[src/hw/rtl/lruc_pkg.sv]
// Shared constants, register codes and cell control type for the LRU cost counter.
package lruc_pkg;

  // Default build parameters.
  localparam int CAPACITY_DEF  = 32;
  localparam int KEY_CHARS_DEF = 8;

  // Fixed field widths.
  localparam int KEY_W   = 64;
  localparam int SIZE_W  = 6;
  localparam int COST_W  = 8;
  localparam int TOTAL_W = 32;
  localparam int ADDR_W  = 4;
  localparam int DATA_W  = 32;
  localparam int IDX_W   = 2;

  // Register indexes, taken from paddr[3:2].
  localparam logic [IDX_W-1:0] REG_CACHE_SIZE = 2'd0;
  localparam logic [IDX_W-1:0] REG_HIT_COST   = 2'd1;
  localparam logic [IDX_W-1:0] REG_MISS_COST  = 2'd2;

  // Register reset values.
  localparam logic [SIZE_W-1:0] CACHE_SIZE_RST = 6'd3;
  localparam logic [COST_W-1:0] HIT_COST_RST   = 8'd1;
  localparam logic [COST_W-1:0] MISS_COST_RST  = 8'd5;

  // Case folding of ASCII lower-case letters.
  localparam logic [7:0] LOWER_A   = 8'h61;
  localparam logic [7:0] LOWER_Z   = 8'h7A;
  localparam logic [7:0] CASE_DIFF = 8'h20;

  // Per-cycle command broadcast to every cell of the chain.
  typedef struct packed {
    logic upd;         // apply a lookup result this cycle
    logic sel_hit;     // the matching cell becomes most recent
    logic sel_free;    // the lowest invalid cell takes the key
    logic sel_victim;  // the cell whose rank equals the bound takes the key
    logic shrink;      // drop cells whose rank is at or above the bound
  } lruc_ctrl_t;

endpackage

[src/hw/rtl/lruc_cell.sv]
// One cache entry: stored key, valid bit and recency rank, with a free-slot chain link.
module lruc_cell import lruc_pkg::*; #(
  parameter int KW     = 64,
  parameter int RANK_W = 5,
  parameter int CNT_W  = 6
) (
  input  logic              clk_i,
  input  logic              rst_ni,
  input  lruc_ctrl_t        ctrl_i,
  input  logic [KW-1:0]     key_i,
  input  logic [CNT_W-1:0]  bound_i,
  input  logic              free_i,
  output logic              free_o,
  output logic              match_o,
  output logic [RANK_W-1:0] rank_o
);

  logic              valid_q, valid_d;
  logic [RANK_W-1:0] rank_q, rank_d;
  logic [KW-1:0]     key_q;
  logic [CNT_W-1:0]  rank_ext;
  logic              first_free;
  logic              victim;
  logic              target;

  assign rank_ext = CNT_W'(rank_q);

  // A free slot somewhere below this cell blocks it from being the fill target.
  assign free_o     = free_i | ~valid_q;
  assign first_free = ~valid_q & ~free_i;

  assign match_o = valid_q && (key_q == key_i);
  assign rank_o  = match_o ? rank_q : '0;
  assign victim  = valid_q && (rank_ext == bound_i);

  assign target = (ctrl_i.sel_hit & match_o) | (ctrl_i.sel_free & first_free) |
                  (ctrl_i.sel_victim & victim);

  // Rank and valid updates for lookups and for a cache-size shrink.
  always_comb begin
    valid_d = valid_q;
    rank_d  = rank_q;
    if (ctrl_i.shrink) begin
      if (valid_q && rank_ext >= bound_i) begin
        valid_d = 1'b0;
      end
    end else if (ctrl_i.upd) begin
      if (target) begin
        valid_d = 1'b1;
        rank_d  = '0;
      end else if (valid_q && rank_ext < bound_i) begin
        rank_d = rank_q + 1'b1;
      end
    end
  end

  always_ff @(posedge clk_i or negedge rst_ni) begin
    if (!rst_ni) begin
      valid_q <= 1'b0;
      rank_q  <= '0;
    end else begin
      valid_q <= valid_d;
      rank_q  <= rank_d;
    end
  end

  // The key store needs no reset; it is only compared while valid.
  always_ff @(posedge clk_i) begin
    if (ctrl_i.upd && target) begin
      key_q <= key_i;
    end
  end

endmodule

[src/hw/rtl/lru_cache_hit_cost_counter.sv]
// Top level of the fully associative LRU cache cost counter built as a chain of entry cells.
//
//   Channel  Direction  Handshake                      Payload
//   in       input      in_valid_i / in_stall_o        key_i (64)
//   out      output     out_valid_o / out_stall_i      hit_o (1), total_cost_o (32)
//   cfg      input      APB psel/penable/pwrite/pready paddr (4), pwdata/prdata (32)
//
// An item passes through ST_IDLE, which takes in and case-folds the key, and ST_LOOKUP,
// in which every cell of the chain compares the key and updates its rank in parallel.
// The lookup cycle waits while a finished result is still held by out_stall_i; a new
// item is taken in while that result waits. Reset clears all valid bits and the running
// total at once; there is no clearing pass. Costs saturate at the 32-bit maximum.
module lru_cache_hit_cost_counter import lruc_pkg::*; #(
  parameter int CAPACITY  = CAPACITY_DEF,
  parameter int KEY_CHARS = KEY_CHARS_DEF
) (
  input  logic               clk_i,
  input  logic               rst_ni,
  input  logic               in_valid_i,
  output logic               in_stall_o,
  input  logic [KEY_W-1:0]   key_i,
  output logic               out_valid_o,
  input  logic               out_stall_i,
  output logic               hit_o,
  output logic [TOTAL_W-1:0] total_cost_o,
  input  logic               psel,
  input  logic               penable,
  input  logic               pwrite,
  input  logic [ADDR_W-1:0]  paddr,
  input  logic [DATA_W-1:0]  pwdata,
  output logic [DATA_W-1:0]  prdata,
  output logic               pready
);

  localparam int KW     = 8 * KEY_CHARS;
  localparam int RANK_W = (CAPACITY > 1) ? $clog2(CAPACITY) : 1;
  localparam int CNT_W  = $clog2(CAPACITY + 1);
  localparam int EXT_W  = (CNT_W > SIZE_W) ? CNT_W : SIZE_W;

  typedef enum logic {ST_IDLE, ST_LOOKUP} state_e;

  state_e             state_q;
  logic [KW-1:0]      key_q;
  logic [KW-1:0]      key_fold;
  logic               out_valid_q;
  logic               hit_q;
  logic [TOTAL_W-1:0] cost_q;
  logic [CNT_W-1:0]   cnt_q, cnt_d;

  logic [SIZE_W-1:0]  cache_size_q;
  logic [COST_W-1:0]  hit_cost_q;
  logic [COST_W-1:0]  miss_cost_q;

  logic               cfg_wr;
  logic [IDX_W-1:0]   cfg_idx;
  logic               size_wr;
  logic [EXT_W-1:0]   size_ext, new_ext;
  logic [CNT_W-1:0]   eff, eff_new;

  lruc_ctrl_t         ctrl;
  logic [CNT_W-1:0]   bound;
  logic [CAPACITY-1:0] match_vec;
  logic [CAPACITY:0]  free_chain;
  logic [RANK_W-1:0]  rank_vec [CAPACITY];
  logic [RANK_W-1:0]  hit_rank;
  logic               hit_any;
  logic               fire;
  logic [COST_W-1:0]  cost_add;
  logic [TOTAL_W:0]   cost_sum;
  logic [TOTAL_W-1:0] cost_next;

  // Case-fold the low KEY_CHARS bytes; higher bytes are dropped.
  always_comb begin
    for (int i = 0; i < KEY_CHARS; i++) begin
      if (key_i[8*i +: 8] >= LOWER_A && key_i[8*i +: 8] <= LOWER_Z) begin
        key_fold[8*i +: 8] = key_i[8*i +: 8] - CASE_DIFF;
      end else begin
        key_fold[8*i +: 8] = key_i[8*i +: 8];
      end
    end
  end

  // Configuration port.
  assign pready  = 1'b1;
  assign cfg_idx = paddr[3:2];
  assign cfg_wr  = psel && penable && pwrite;
  assign size_wr = cfg_wr && (cfg_idx == REG_CACHE_SIZE);

  always_comb begin
    case (cfg_idx)
      REG_CACHE_SIZE: prdata = DATA_W'(cache_size_q);
      REG_HIT_COST:   prdata = DATA_W'(hit_cost_q);
      REG_MISS_COST:  prdata = DATA_W'(miss_cost_q);
      default:        prdata = '0;
    endcase
  end

  always_ff @(posedge clk_i or negedge rst_ni) begin
    if (!rst_ni) begin
      cache_size_q <= CACHE_SIZE_RST;
      hit_cost_q   <= HIT_COST_RST;
      miss_cost_q  <= MISS_COST_RST;
    end else if (cfg_wr) begin
      case (cfg_idx)
        REG_CACHE_SIZE: cache_size_q <= pwdata[SIZE_W-1:0];
        REG_HIT_COST:   hit_cost_q   <= pwdata[COST_W-1:0];
        REG_MISS_COST:  miss_cost_q  <= pwdata[COST_W-1:0];
        default:        ;
      endcase
    end
  end

  // Effective sizes: a size above CAPACITY acts as CAPACITY.
  always_comb begin
    size_ext = EXT_W'(cache_size_q);
    new_ext  = EXT_W'(pwdata[SIZE_W-1:0]);
    eff      = (size_ext > EXT_W'(CAPACITY)) ? CNT_W'(CAPACITY) : CNT_W'(size_ext);
    eff_new  = (new_ext > EXT_W'(CAPACITY)) ? CNT_W'(CAPACITY) : CNT_W'(new_ext);
  end

  // Gather the rank of the matching cell; valid keys are unique, so at most one matches.
  always_comb begin
    hit_rank = '0;
    for (int j = 0; j < CAPACITY; j++) begin
      hit_rank = hit_rank | rank_vec[j];
    end
  end

  assign hit_any = (|match_vec) && (eff != '0);
  assign fire    = (state_q == ST_LOOKUP) && !(out_valid_q && out_stall_i);

  // Command for the chain and the rank bound that goes with it.
  always_comb begin
    ctrl.upd        = fire && (eff != '0);
    ctrl.sel_hit    = hit_any;
    ctrl.sel_free   = !hit_any && (cnt_q < eff);
    ctrl.sel_victim = !hit_any && (cnt_q >= eff);
    ctrl.shrink     = size_wr;
    if (size_wr) begin
      bound = eff_new;
    end else if (hit_any) begin
      bound = CNT_W'(hit_rank);
    end else if (cnt_q < eff) begin
      bound = cnt_q;
    end else begin
      bound = cnt_q - 1'b1;
    end
  end

  // Valid entry count: grows on a fill, clips on a shrink.
  always_comb begin
    cnt_d = cnt_q;
    if (size_wr) begin
      if (cnt_q > eff_new) begin
        cnt_d = eff_new;
      end
    end else if (ctrl.upd && ctrl.sel_free) begin
      cnt_d = cnt_q + 1'b1;
    end
  end

  // Saturating cost accumulation.
  assign cost_add  = hit_any ? hit_cost_q : miss_cost_q;
  assign cost_sum  = {1'b0, cost_q} + (TOTAL_W + 1)'(cost_add);
  assign cost_next = cost_sum[TOTAL_W] ? '1 : cost_sum[TOTAL_W-1:0];

  // The cell chain.
  assign free_chain[0] = 1'b0;

  for (genvar g = 0; g < CAPACITY; g++) begin : g_cell
    lruc_cell #(
      .KW     (KW),
      .RANK_W (RANK_W),
      .CNT_W  (CNT_W)
    ) u_cell (
      .clk_i   (clk_i),
      .rst_ni  (rst_ni),
      .ctrl_i  (ctrl),
      .key_i   (key_q),
      .bound_i (bound),
      .free_i  (free_chain[g]),
      .free_o  (free_chain[g+1]),
      .match_o (match_vec[g]),
      .rank_o  (rank_vec[g])
    );
  end

  // Sequencer, result register and running total.
  always_ff @(posedge clk_i or negedge rst_ni) begin
    if (!rst_ni) begin
      state_q     <= ST_IDLE;
      out_valid_q <= 1'b0;
      hit_q       <= 1'b0;
      cost_q      <= '0;
      cnt_q       <= '0;
    end else begin
      cnt_q <= cnt_d;
      // A new result replaces the old one; otherwise a taken result is cleared.
      if (fire) begin
        out_valid_q <= 1'b1;
      end else if (!out_stall_i) begin
        out_valid_q <= 1'b0;
      end
      case (state_q)
        ST_IDLE: begin
          if (in_valid_i) begin
            state_q <= ST_LOOKUP;
          end
        end
        ST_LOOKUP: begin
          if (fire) begin
            state_q <= ST_IDLE;
            hit_q   <= hit_any;
            cost_q  <= cost_next;
          end
        end
        default: state_q <= ST_IDLE;
      endcase
    end
  end

  // The folded key is held for the lookup cycle.
  always_ff @(posedge clk_i) begin
    if (state_q == ST_IDLE && in_valid_i) begin
      key_q <= key_fold;
    end
  end

  assign in_stall_o   = (state_q != ST_IDLE);
  assign out_valid_o  = out_valid_q;
  assign hit_o        = hit_q;
  assign total_cost_o = cost_q;

endmodule

[config.mk]
export PLATFORM = sky130hd
export DESIGN_NAME = lru_cache_hit_cost_counter
export DESIGN_NICKNAME = d
export VERILOG_FILES = /design/src/hw/rtl/lruc_pkg.sv /design/src/hw/rtl/lruc_cell.sv /design/src/hw/rtl/lru_cache_hit_cost_counter.sv
export SDC_FILE = /design/constraint.sdc
export NUM_CORES = 2
export LEC_CHECK = 0
export BUFFER_PORTS_ARGS = -buffer_cell sky130_fd_sc_hd__buf_2
export CORE_MARGIN = 5
export CORE_UTILIZATION = 55
export DETAILED_ROUTE_END_ITERATION = 10
export GPL_TIMING_DRIVEN = 0
export PLACE_DENSITY = 0.71
export RECOVER_POWER = 100
export SETUP_SLACK_MARGIN = 0.15
export SLEW_MARGIN = 5
export SYNTH_ARGS = -nofsm -noshare
export SYNTH_HDL_FRONTEND = slang
export SYNTH_SLANG_ARGS = --single-unit
[constraint.sdc]
create_clock -name clk_i -period 10.7 [get_ports clk_i]
set_clock_uncertainty 0.2 [all_clocks]
set_input_delay 2.14 -clock clk_i [delete_from_list [all_inputs] [get_ports clk_i]]
set_output_delay 2.14 -clock clk_i [all_outputs]
set_load 0.01 [all_outputs]
==> flow_summary.yaml <==
logic_synthesis:
  synth-edff-count: 2112
  async_reset_ff_frac: 0.1077
  synth.largest_area_cell: "edfxtp_1"
  synth.distinct_cells: 93
  synthCells: 7760
  synth-seq-cells: 2367
  synth_top_cell_area_share: 0.5808
  netlist_area_um2: 109200
  synth_area_leaders: "edfxtp_1 58%, xnor2_1 9.0%, dfrtp_1 5.7%"
  ys.flop_type: "edfxtp_1"
  seq_area_frac_synth: 0.6393
  avgSynthCellArea_um2: 14.07
  ys_warn_count: 0
global_route:
  use_met1: 0.5942
  grt_pass1_vias: 75980
  use_met3: 0.2150
  grt_pass1_wl_um: 680400
  grt.total_usage: 0.4903
  antenna_found_initial: 98
  grt_max_degree: 95
  grt_use_met2: 0.6702
  grt-ovfl-total: 0
  top_usage_layer: "met2"
cells_and_area:
  postLayoutCoreUtil: 0.6412
  multi_input_area_um2: 36330
  final_area_um2: 126600
  final_nets: 8812
  n_fill_cell: 14490
  synthToLayoutAreaGrowth_pct: 15.94
  drive_gt1_frac: 0.1177
  regArea_um2: 69810
sta:
  setup_viol: 361
  rsz0062_at_grt: "false"
  report.final.slew_viol_count: 428
  hold_violations: 0
  timing.final.crit_share: 1.020
  max_freq_mhz: 91.64
  min_period_ns: 10.91
  worst_pin_slew_ns: 5.272
  holdWs_ns: 0.2779
  setup_slack_ns: -0.2123
  maxSlewHeadroom: -2.515
floorplan:
  start_util: 0.5531
  row_count: 163
  core_area_um2: 197400
  dieWidth_um: 455.6
  io_pins: 175
  die-area_um2: 207500
  die_h_um: 455.6
clock_tree:
  cts_tree: "done"
  cts_sinks: 2367
  cts_made_buffers: 237
  clockBufferDepth: 3
  clk_pin_slew_worst_paths_ns: 0.07
  root_buffer: "clkbuf_16"
  h-tree-depth: 4
  hold_buffers: 0
  clk_latency_ns: 0.93
detailed_routing:
  drc: 8
  wl_per_cell_um: 46.00
  firstDrtPassIters: 11
  viasPerCell: 7.249
  first_iter_violations: 16660
  wl_um: 524400
  num_vias: 82650
  detail-route-antenna-nets: 0
power:
  vdd_ir_drop_max_uv: 206.9
  leakagePower_nw: 43.95
  p_per_area_nw_per_um2: 222.9
critical_path:
  ff2ff_path_depth: 29
  cp-start-kind: "flip-flop"
  slowest_stage: "nor2_1"
  r2r_slack_ns: -0.21
  path_class: "reg2reg"
  crit_required_ns: 11.10
  slowest_delay_ns: 1.01
  reg2reg_from: "key_q[35]"
  cp.arrival_ns: 11.31
  end_kind: "flip-flop"
  critPathMaxFanout: 32
  r2r_end: "g_cell[11].u_cell.key_q[25]"
outcome:
  status: "finished, violations left"
  violations: "design-rule violations, max-capacitance violations, max-slew violations, negative setup slack"
placement:
  gp_congestion: 1.100
  dp_hpwl_um: 366600
  dp_slack_ns: -0.08122
  port_buffers: 123
  placed_area_um2: 121800
run:
  maxCapViolCount: 23
min_path:
  min_from: "cache_size_q[0]"
  min_path_type: "reg2reg"
  hold_depth: 2
  hold_path_end: "cache_size_q[0]"
synth_stat cells (77+ instances only):
cell type,instances
a21oi_1,121
and3_1,99
a22o_1,91
inv_1,206
nand2_1,217
edfxtp_1,2112
buf_4,148
ha_1,222
dfrtp_1,250
buf_6,77
o21ai_0,146
a21o_1,83
nor2_1,243
nand2b_1,202
nor4_1,269
nand3_1,170
xor2_1,604
nand4_1,369
xnor2_1,1123
o22ai_1,98
stage by stage:
stage	instances	power, mW	setup TNS, ns
5_1_grt	11340	28.47	0
3_5_place_dp	10880	19.51	-2.323
2_1_floorplan	7783	14.78	0
3_3_place_gp	10550	18.31	-
6_report	11400	28.22	-26.87
4_1_cts	11310	28.01	0
worst max-delay path: cells and delay by family (launching register included):
family,cells,cell delay (ns)
AND/OR/NAND/NOR,11,4.51
buffers and inverters,11,3.77
AO/OA/AOI/OAI,4,0.91
flip-flops,1,0.47
multiplexers,1,0.23
XOR/XNOR,1,0.17
adder cells (fa/ha/maj),1,0.16
metal layers:
layer	up-vias	wire (µm)
li1	30630	-
met1	40660	165000
met2	8818	207400
met3	2524	92280
met4	14	59480
met5	-	237
cells by family after synthesis:
| group | Yosys count | share of synthesized area |
|---|---|---|
| compound gates | 986 | 0.06557 |
| xor+xnor | 1727 | 0.1385 |
| fa+ha+maj | 223 | 0.02562 |
| buf+inv | 595 | 0.03305 |
| flops | 2367 | 0.6393 |
| mux | 56 | 0.005523 |
| other cells | 2 | 0.00006878 |
| simple gates | 1804 | 0.09229 |
worst max path at each step:
stage,start,end,slack (ns),cells after the start
floorplan,key_q[34],g_cell[22].u_cell.key_q[0],1.41,21
global placement,key_q[8],g_cell[22].u_cell.key_q[16],-10.85,19
detailed placement,key_q[45],g_cell[2].u_cell.key_q[8],-0.08,26
CTS,key_q[31],g_cell[2].u_cell.key_q[60],0.22,28
global route,key_q[13],g_cell[3].u_cell.key_q[15],0.09,30
finish,key_q[35],g_cell[11].u_cell.key_q[25],-0.21,29
report_power, final:
group	switching, mW	internal (mW)	total (mW)	leakage, nW
Combinational	5.90	2.35	8.25	17.7
Clock	3.80	4.92	8.72	3.86
Sequential	0.467	10.8	11.3	22.4
Total	10.2	18.1	28.2	43.9
state kept, by name, indices dropped and copies added (netlist names):
register               flops
g_cell.u_cell.key_q     2048
cache_size_q               6
hit_o                      1
in_stall_o                 1
key_q                     64
miss_cost_q                8
out_valid_o                1
g_cell.u_cell.valid_q     32
cnt_q                      6
hit_cost_q                 8
g_cell.u_cell.rank_q     160
total_cost_o              32
placed cells by master (no fill, tap or decap), drive strengths merged, types with 70 or more instances in the layout:
| cell | count |
|---|---|
| a21o | 83 |
| a21oi | 123 |
| a22o | 91 |
| and3 | 99 |
| buf | 511 |
| clkbuf | 609 |
| clkinv | 95 |
| dfrtp | 250 |
| diode | 83 |
| edfxtp | 2112 |
| ha | 222 |
| inv | 237 |
| nand2 | 217 |
| nand2b | 202 |
| nand3 | 170 |
| nand4 | 369 |
| nor2 | 243 |
| nor4 | 284 |
| o2111ai | 70 |
| o21ai | 166 |
| o22ai | 98 |
| xnor2 | 1123 |
| xor2 | 604 |
layout make-up:
| type | count | share of cell area |
|---|---|---|
| timing repair buffer | 460 | 0.04266 |
| inverter | 233 | 0.006909 |
| sequential | 2367 | 0.5514 |
| antenna | 83 | 0.001641 |
| multi-input combinational | 4821 | 0.2870 |
| clock buffer | 298 | 0.04965 |
| tap | 2640 | 0.02609 |
| clock inverter | 137 | 0.01298 |
| buffer | 362 | 0.02165 |
repair_timing:
action | in CTS | in global routing
setup buffers | 0 | 4
pin swaps | 0 | 1
gates resized for setup | 6 | 6
endpoints found under the setup margin | 118 | 171
Note: power is estimated with default switching activity, not from simulation.
